**src/hdl/pia_pkg.sv**
```systemverilog
// Shared types, constants and lookup functions for the pulse-injection aligner.
// Used by pia_core, pia_outbuf and bldc_pulse_injection_aligner; no dependencies.
package pia_pkg;

	// Default kept width of an ADC sample.
	localparam int SampleBitsDef = 12;
	// Width of the ADC sample port.
	localparam int AdcBits = 12;

	// Sequence positions with a special meaning.
	localparam logic [3:0] STAGE_DECIDE = 4'd12;
	localparam logic [3:0] STAGE_DONE   = 4'd13;
	localparam logic [3:0] STAGE_FIRST_PULSE = 4'd2;

	// Drive pattern with every switch off.
	localparam logic [2:0] ALL_OFF_LOW = 3'b111;

	// Position code bits, one per phase pair.
	localparam logic [2:0] CODE_U = 3'h4;
	localparam logic [2:0] CODE_V = 3'h2;
	localparam logic [2:0] CODE_W = 3'h1;

	// Register reset values.
	localparam logic [15:0] PULSE_COMPARE_RST = 16'd900;
	localparam logic [15:0] START_DUTY_RST    = 16'd200;

	typedef enum logic [1:0] {
		CMD_STEP    = 2'd0,
		CMD_SAMPLE  = 2'd1,
		CMD_CHARGE  = 2'd2,
		CMD_RESTART = 2'd3
	} cmd_t;

	typedef enum logic [1:0] {
		REG_PULSE_COMPARE = 2'd0,
		REG_START_DUTY    = 2'd1
	} reg_idx_t;

	// One result item.
	typedef struct packed {
		logic        drive_update;
		logic [2:0]  low_off_mask;
		logic [2:0]  high_on_mask;
		logic [2:0]  pulse_index;
		logic        aligned;
		logic [2:0]  position_code;
		logic [2:0]  sector;
		logic [15:0] run_duty;
	} res_t;

	// High sides switched on for each injection pulse (bit2 U, bit1 V, bit0 W).
	function automatic logic [2:0] pulse_mask(input logic [2:0] pulse);
		logic [2:0] m;
		case (pulse)
			3'd0: m = 3'b110;
			3'd1: m = 3'b001;
			3'd2: m = 3'b101;
			3'd3: m = 3'b010;
			3'd4: m = 3'b011;
			3'd5: m = 3'b100;
			default: m = 3'b000;
		endcase
		return m;
	endfunction

	// Commutation sector for a position code; all-equal codes map to zero.
	function automatic logic [2:0] sector_of_code(input logic [2:0] code);
		logic [2:0] s;
		case (code)
			3'd1: s = 3'd2;
			3'd2: s = 3'd4;
			3'd3: s = 3'd3;
			3'd4: s = 3'd6;
			3'd5: s = 3'd1;
			3'd6: s = 3'd5;
			default: s = 3'd0;
		endcase
		return s;
	endfunction

endpackage

```
**src/hdl/pia_core.sv**
```systemverilog
// Sequencer state, sample store, configuration registers and result logic.
// Depends on pia_pkg.
module pia_core
	import pia_pkg::*;
#(
	parameter int SAMPLE_BITS = SampleBitsDef
) (
	input  logic                 clk,
	input  logic                 arst_n,
	input  logic                 acc,
	input  logic [1:0]           command,
	input  logic [AdcBits-1:0]   adc_sample,
	input  logic                 cfg_we,
	input  logic [1:0]           cfg_index,
	input  logic [15:0]          cfg_data,
	output res_t                 res
);

	localparam int KeepBits = (SAMPLE_BITS < AdcBits) ? SAMPLE_BITS : AdcBits;

	logic [3:0] stage_q, stage_d;
	logic       sample_busy_q, sample_busy_d;
	logic       charge_busy_q, charge_busy_d;
	logic [2:0] cur_pulse_q, cur_pulse_d;
	logic [2:0] code_q, code_d;
	logic       done_q, done_d;
	logic       upd;
	logic       smp_we;
	logic [2:0] decide;
	logic       show_pulse;
	logic [2:0] hi_mask;
	logic [SAMPLE_BITS-1:0] smp_in;
	logic [SAMPLE_BITS-1:0] samples_q [6];
	logic [15:0] pulse_compare_q;
	logic [15:0] start_duty_q;
	cmd_t        cmd;

	assign cmd    = cmd_t'(command);
	assign smp_in = SAMPLE_BITS'(adc_sample[KeepBits-1:0]);

	// Compare the pulse pairs into a position code
	always_comb begin
		decide = 3'b000;
		if (samples_q[0] <= samples_q[1]) decide = decide | CODE_U;
		if (samples_q[2] <= samples_q[3]) decide = decide | CODE_V;
		if (samples_q[4] <= samples_q[5]) decide = decide | CODE_W;
	end

	// Next sequencer state for an accepted request
	always_comb begin
		stage_d       = stage_q;
		sample_busy_d = sample_busy_q;
		charge_busy_d = charge_busy_q;
		cur_pulse_d   = cur_pulse_q;
		code_d        = code_q;
		done_d        = done_q;
		upd           = 1'b0;
		smp_we        = 1'b0;
		if (acc) begin
			case (cmd)
				CMD_STEP: begin
					if (!sample_busy_q && !charge_busy_q && stage_q < STAGE_DONE) begin
						upd = 1'b1;
						if (stage_q == STAGE_DECIDE) begin
							code_d  = code_q | decide;
							done_d  = 1'b1;
							stage_d = STAGE_DONE;
						end else begin
							if (!stage_q[0]) begin
								charge_busy_d = 1'b1;
							end else begin
								cur_pulse_d   = stage_q[3:1];
								sample_busy_d = 1'b1;
							end
							stage_d = stage_q + 4'd1;
						end
					end
				end
				CMD_SAMPLE: begin
					if (sample_busy_q) begin
						smp_we        = 1'b1;
						sample_busy_d = 1'b0;
					end
				end
				CMD_CHARGE: begin
					charge_busy_d = 1'b0;
				end
				CMD_RESTART: begin
					stage_d       = '0;
					sample_busy_d = 1'b0;
					charge_busy_d = 1'b0;
					cur_pulse_d   = '0;
					code_d        = '0;
					done_d        = 1'b0;
					upd           = 1'b1;
				end
				default: ;
			endcase
		end
	end

	// Drive pattern in force after the request: a pulse runs until the next charge
	assign show_pulse = (stage_d >= STAGE_FIRST_PULSE) && (stage_d <= STAGE_DECIDE)
		&& !stage_d[0];
	assign hi_mask = show_pulse ? pulse_mask(cur_pulse_d) : 3'b000;

	always_comb begin
		res.drive_update  = upd;
		res.low_off_mask  = show_pulse ? hi_mask : ALL_OFF_LOW;
		res.high_on_mask  = hi_mask;
		res.pulse_index   = cur_pulse_d;
		res.aligned       = done_d;
		res.position_code = done_d ? code_d : 3'b000;
		res.sector        = done_d ? sector_of_code(code_d) : 3'b000;
		res.run_duty      = done_d ? start_duty_q : 16'd0;
	end

	// Sequencer registers
	always_ff @(posedge clk or negedge arst_n) begin
		if (!arst_n) begin
			stage_q       <= '0;
			sample_busy_q <= 1'b0;
			charge_busy_q <= 1'b0;
			cur_pulse_q   <= '0;
			code_q        <= '0;
			done_q        <= 1'b0;
		end else begin
			stage_q       <= stage_d;
			sample_busy_q <= sample_busy_d;
			charge_busy_q <= charge_busy_d;
			cur_pulse_q   <= cur_pulse_d;
			code_q        <= code_d;
			done_q        <= done_d;
		end
	end

	// Store the sample of the pending pulse
	always_ff @(posedge clk) begin
		if (smp_we) begin
			samples_q[cur_pulse_q] <= smp_in;
		end
	end

	// Configuration registers; pulse_compare is stored but drives no output here
	always_ff @(posedge clk or negedge arst_n) begin
		if (!arst_n) begin
			pulse_compare_q <= PULSE_COMPARE_RST;
			start_duty_q    <= START_DUTY_RST;
		end else if (cfg_we) begin
			case (reg_idx_t'(cfg_index))
				REG_PULSE_COMPARE: pulse_compare_q <= cfg_data;
				REG_START_DUTY:    start_duty_q    <= cfg_data;
				default: ;
			endcase
		end
	end

	a_one_wait: assert property (@(posedge clk) disable iff (!arst_n)
		!(sample_busy_q && charge_busy_q))
		else $error("charge and sample pending at once");

	a_done_stage: assert property (@(posedge clk) disable iff (!arst_n)
		done_q == (stage_q == STAGE_DONE))
		else $error("done flag out of step with sequence position");

	a_restart: assert property (@(posedge clk) disable iff (!arst_n)
		(acc && cmd == CMD_RESTART) |=> (stage_q == '0 && !done_q && code_q == '0))
		else $error("restart did not clear the run");

endmodule

```
**src/hdl/pia_outbuf.sv**
```systemverilog
// Two-entry result buffer between the sequencer and the output channel.
// Depends on pia_pkg.
module pia_outbuf
	import pia_pkg::*;
(
	input  logic clk,
	input  logic arst_n,
	input  logic push,
	input  res_t din,
	output logic full,
	output logic out_valid,
	input  logic out_stall,
	output res_t dout
);

	res_t       ent_q [2];
	logic       wr_q;
	logic       rd_q;
	logic [1:0] cnt_q;
	logic       pop;

	assign pop       = out_valid && !out_stall;
	assign full      = (cnt_q == 2'd2);
	assign out_valid = (cnt_q != 2'd0);
	assign dout      = ent_q[rd_q];

	// Hold results in order
	always_ff @(posedge clk) begin
		if (push) begin
			ent_q[wr_q] <= din;
		end
	end

	// Advance pointers and count
	always_ff @(posedge clk or negedge arst_n) begin
		if (!arst_n) begin
			wr_q  <= 1'b0;
			rd_q  <= 1'b0;
			cnt_q <= '0;
		end else begin
			if (push) wr_q <= ~wr_q;
			if (pop)  rd_q <= ~rd_q;
			case ({push, pop})
				2'b10:   cnt_q <= cnt_q + 2'd1;
				2'b01:   cnt_q <= cnt_q - 2'd1;
				default: cnt_q <= cnt_q;
			endcase
		end
	end

	a_cnt_range: assert property (@(posedge clk) disable iff (!arst_n)
		cnt_q <= 2'd2)
		else $error("result buffer count out of range");

	a_no_overflow: assert property (@(posedge clk) disable iff (!arst_n)
		full |-> !push)
		else $error("request pushed into full result buffer");

	a_ptr_gap: assert property (@(posedge clk) disable iff (!arst_n)
		(cnt_q == 2'd1) == (wr_q != rd_q))
		else $error("result buffer pointers disagree with count");

endmodule

```
**src/hdl/bldc_pulse_injection_aligner.sv**
```systemverilog
// Top level of the pulse-injection rotor aligner for sensorless BLDC start-up.
// Depends on pia_pkg, pia_core and pia_outbuf.
//
// Usage:
//   Input channel (in_valid/in_stall, command, adc_sample) carries one event per
//   request: step, sample done, charge done or restart. Every accepted request
//   yields exactly one result on the output channel (out_valid/out_stall) with
//   the drive pattern in force, the last pulse index and, once aligned, the
//   position code, sector and run duty.
//   Configuration writes (cfg_valid/cfg_ready, cfg_index, cfg_data) are always
//   taken; index 0 is pulse_compare, index 1 start_duty, others are ignored.
// Output: each result is registered in the output buffer and presented in order.
// Throughput: one request per cycle while in_stall is low; the sequencer
//   updates in the accepting cycle; results land in a two-entry output buffer.
// Reset: the sequence returns to charge-before-first-pulse, busy flags, code and
//   aligned flag clear, registers take 900 and 200, the buffer empties.
// Stall: the buffer keeps up to two results while out_stall is high; in_stall
//   rises only when both entries are occupied.
module bldc_pulse_injection_aligner
	import pia_pkg::*;
#(
	parameter int SAMPLE_BITS = SampleBitsDef
) (
	input  logic               clk,
	input  logic               arst_n,
	input  logic               in_valid,
	output logic               in_stall,
	input  logic [1:0]         command,
	input  logic [AdcBits-1:0] adc_sample,
	output logic               out_valid,
	input  logic               out_stall,
	output logic               drive_update,
	output logic [2:0]         low_off_mask,
	output logic [2:0]         high_on_mask,
	output logic [2:0]         pulse_index,
	output logic               aligned,
	output logic [2:0]         position_code,
	output logic [2:0]         sector,
	output logic [15:0]        run_duty,
	input  logic               cfg_valid,
	output logic               cfg_ready,
	input  logic [1:0]         cfg_index,
	input  logic [15:0]        cfg_data
);

	logic acc;
	logic full;
	res_t res;
	res_t head;

	assign in_stall  = full;
	assign acc       = in_valid && !full;
	assign cfg_ready = 1'b1;

	pia_core #(
		.SAMPLE_BITS(SAMPLE_BITS)
	) u_core (
		.clk        (clk),
		.arst_n     (arst_n),
		.acc        (acc),
		.command    (command),
		.adc_sample (adc_sample),
		.cfg_we     (cfg_valid && cfg_ready),
		.cfg_index  (cfg_index),
		.cfg_data   (cfg_data),
		.res        (res)
	);

	pia_outbuf u_outbuf (
		.clk       (clk),
		.arst_n    (arst_n),
		.push      (acc),
		.din       (res),
		.full      (full),
		.out_valid (out_valid),
		.out_stall (out_stall),
		.dout      (head)
	);

	// Unpack the result at the head of the buffer
	assign drive_update  = head.drive_update;
	assign low_off_mask  = head.low_off_mask;
	assign high_on_mask  = head.high_on_mask;
	assign pulse_index   = head.pulse_index;
	assign aligned       = head.aligned;
	assign position_code = head.position_code;
	assign sector        = head.sector;
	assign run_duty      = head.run_duty;

endmodule
```
**config.mk**
```make
export PLATFORM = sky130hd
export DESIGN_NAME = bldc_pulse_injection_aligner
export DESIGN_NICKNAME = d
export VERILOG_FILES = /design/src/hdl/pia_pkg.sv /design/src/hdl/pia_core.sv /design/src/hdl/pia_outbuf.sv /design/src/hdl/bldc_pulse_injection_aligner.sv
export SDC_FILE = /design/constraint.sdc
export NUM_CORES = 1
export LEC_CHECK = 0
export ABC_AREA = 1
export BUFFER_PORTS_ARGS = -buffer_cell sky130_fd_sc_hd__buf_4
export CAP_MARGIN = 30
export CORE_ASPECT_RATIO = 0.6
export CORE_MARGIN = 1
export CORE_UTILIZATION = 35
export CTS_CLUSTER_SIZE = 24
export DETAILED_ROUTE_END_ITERATION = 7
export GPL_TIMING_DRIVEN = 0
export PLACE_DENSITY = 0.55
export SLEW_MARGIN = 20
export SYNTH_ARGS = -nofsm -noshare
export SYNTH_HDL_FRONTEND = slang
export SYNTH_SLANG_ARGS = --single-unit
```
**constraint.sdc**
```tcl
create_clock -name clk -period 2.95 [get_ports clk]
set_clock_uncertainty 0.15 [all_clocks]
set_input_delay 0.885 -clock clk [delete_from_list [all_inputs] [get_ports clk]]
set_output_delay 0.885 -clock clk [all_outputs]
set_load 0.03 [all_outputs]
```
==> flow_summary.toml <==
[cts]
cts_tree = "done"
htree_levels = 4
cts-buffers-inserted = 17
cts_buffer_depth = 2
insertion_delay_ns = 0.43
post-cts-setup-buffers = 0
cts_sinks = 171
root_buffer = "clkbuf_16"
clkTransAtPathRegs_ns = 0.06

[synth]
yosysUniqueCellTypes = 40
avgSynthCellArea_um2 = 11.23
ys_seq_area_frac = 0.6473
yosys_warnings = 0
synth_area_leader_cell = "edfxtp_1"
synth_edf_count = 138
ys_ff_latch = 171
synth_area_leaders = "edfxtp_1 (54%), dfrtp_1 (9.8%), nand2_1 (9.1%)"
synthFlopType = "edfxtp_1"
synth_cells = 684
synthArstFlopShare = 0.1930
netlist_area_mm2 = 0.007684
synthDominantCellAreaShare = 0.5393
syn_nets = 765

[global_route]
grt_usage = 0.1412
gr-total-overflow = 0
antenna_found_initial = 0
grt_use_met2 = 0.1908
use_met3 = 0.03438
use_met1 = 0.2169
grt_max_degree = 34
grt.busiest_layer = "met1"
grt_pass1_wl_um = 24010
grt_pass1_vias = 4425

[pwr]
peakVddDrop_v = 0.0004673
power_leakage_nw = 4.151
powerDensity_mw_per_mm2 = 813.1

[detailed_routing]
drt_wl_total_um = 14920
postRouteAntennaNets = 0
routedWlPerCell_um = 13.90
vias = 4698
drt_iter0_markers = 279
drtPass1Iterations = 6
drc = 0
avgViaCountPerCell = 4.378

[floorplanning]
pin_count = 73
rows = 41
fp.dieH_um = 116.8
coreArea_mm2 = 0.02129
fp.dieArea_mm2 = 0.02257
initial_utilization = 0.3609
die_x_um = 193.3

[sta]
hold_viol_final = 0
worst_pin_slew_ns = 0.6210
fin_setup_tns_ns = 0
period_share = 0.9552
max_freq_mhz = 354.9
fin_crit_ns = 2.818
maxSlewViolCount = 0
slew_headroom = 0.5837
setup_violations = 0
rsz0062_at_grt = "no"

[setup_path]
arrival_ns = 1.78
cpPeakStageDelay_ns = 0.53
endpoint_kind = "output port"
worstPathRequired_ns = 1.92
start_kind = "flip-flop"
critical_path.slowest_cell = "dfrtp_1"
cp-startpoint = "u_outbuf.rd_q"
crit_top_cell = "nand2_1"
worstPathMaxFanout = 10
worstPathCellList = "inv_2 -> clkbuf_2 -> nand2_1 -> nand2_1 -> buf_4"
critical_path_class = "flip-flop to output port"
r2r_start = "u_core.stage_q[0]"

[final_layout]
area_delta_synth_final_pct = 21.15
layout.nets = 862
final_util = 0.4373
diodes = 0
nFillCells = 1952
layout-drive-gt1-share = 0.2065
instances_no_fill = 1073

[place]
place.gp.congestion = 0.7983
post-dp-hpwl_um = 10970
io_buffers = 71
dp_cells = 1042

[outcome]
status = "complete, no violations"

[run]
maxCapViolations = 0

[hold_path]
min_path_type = "input pin to async pin"
==> stage by stage <==
stage / power, mW / cell area (um2) / hold WS (ns) / setup WS [ns]
CTS: 7.659 / 9305 / 0.2828 / 0.007406
global placement: 5.320 / 8571 / 0.3149 / -0.8483
global route: 7.988 / 9309 / 0.3005 / 0.02222
finish: 7.569 / 9309 / 0.2763 / 0.1321
detailed placement: 5.395 / 8718 / 0.3150 / 0.08912
floorplan: 4.528 / 7689 / 0.3014 / 0.2616
==> sequential cells by signal, summed over array words and instances (netlist names), 2 cells and up <==
register and count:
u_core.code_q 3, u_outbuf.cnt_q 2, u_outbuf.ent_q 66, u_core.start_duty_q 16, u_core.stage_q 4, u_core.samples_q 72
u_core.cur_pulse_q 3
==> metal layers <==
metal | wire length [um] | share of wire
met1 | 8256 | 0.55
met2 | 5932 | 0.40
met4 | 163 | 0.011
met3 | 566 | 0.038
met5 | 0 | 0
==> logic make-up (layout without fill, tap and decap cells) <==
| logic type | Yosys count | in the layout | share of synthesized area |
|---|---|---|---|
| compound gates | 55 | 55 | 0.04169 |
| xor+xnor | 5 | 5 | 0.005700 |
| fa+ha+maj | 44 | 44 | 0.07165 |
| buf+inv | 115 | 225 | 0.06090 |
| flops | 171 | 171 | 0.6473 |
| other cells | 1 | 1 | 0.0004881 |
| simple gates | 293 | 293 | 0.1723 |
==> cells in the mapped netlist, types with 2 or more instances <==
cell	count
inv_2	4
nand3_1	14
nor2_1	50
o21ai_1	2
o21ai_2	2
clkbuf_1	10
nand3_2	3
nor3_1	6
ha_1	44
dfrtp_1	30
dfstp_2	3
xnor2_1	2
o21ai_0	8
edfxtp_1	138
a21oi_1	34
and2_1	2
xor2_1	3
nand3b_1	2
a21o_1	2
inv_1	96
nand2_1	186
nor2_4	10
o21a_1	2
nand4_1	6
nor2_2	3
nand2_2	7
nor2_8	2
==> where the power goes <==
part / switching [mW] / internal (mW) / total [mW]
Combinational: 1.51 / 0.696 / 2.20
Clock: 0.907 / 1.33 / 2.24
Sequential: 0.147 / 2.98 / 3.13
Total: 2.56 / 5.01 / 7.57
==> worst paths after layout <==
| path | end | slack (ns) | cells past startpoint |
|---|---|---|---|
| max in group asynchronous | u_core.start_duty_q[3] | 2.00 | 1 |
| setup / recovery | run_duty[6] | 0.13 | 5 |
| setup reg to reg | u_outbuf.ent_q[0][31] | 0.45 | 13 |
| hold reg to reg | u_core.start_duty_q[3] | 0.32 | 2 |
| hold / removal | u_core.start_duty_q[11] | 0.28 | 1 |
| min in group clk | u_core.start_duty_q[3] | 0.32 | 2 |
==> worst max-delay path, delay by kind of cell (launching register included) <==
| family | cells | cell delay, ns |
|---|---|---|
| buffers and inverters | 3 | 0.67 |
| DFF | 1 | 0.53 |
| and+or+nand+nor | 2 | 0.16 |
==> timing repair <==
item | in CTS | in global routing
endpoints found under the setup margin | 31 | 31
gates cloned | 0 | 0
hold buffers | 0 | 0
gates resized for setup | 3 | 9
==> layout by cell type, fill, tap and decap left out, types with 8 or more instances in the layout <==
cell type / synthesis / final
nand2_1: 186 / 186
edfxtp_1: 138 / 138
inv_1: 96 / 95
buf_4: 1 / 72
nor2_1: 50 / 48
ha_1: 44 / 44
a21oi_1: 34 / 34
dfrtp_1: 30 / 30
clkbuf_16: 0 / 17
nand3_1: 14 / 14
nor2_4: 10 / 12
o21ai_0: 8 / 8
==> cell type report <==
cell class | count | area (um2) | area share
Timing Repair Buffer | 79 | 640.6 | 0.06882
Multi-Input combinational cell | 398 | 2287 | 0.2457
Tap cell | 279 | 349.1 | 0.03750
Clock inverter | 11 | 146.4 | 0.01573
Buffer | 12 | 80.08 | 0.008602
Sequential cell | 171 | 4974 | 0.5343
Inverter | 102 | 391.6 | 0.04207
Clock buffer | 21 | 440.4 | 0.04731
Power figures use the tool's default switching activity.
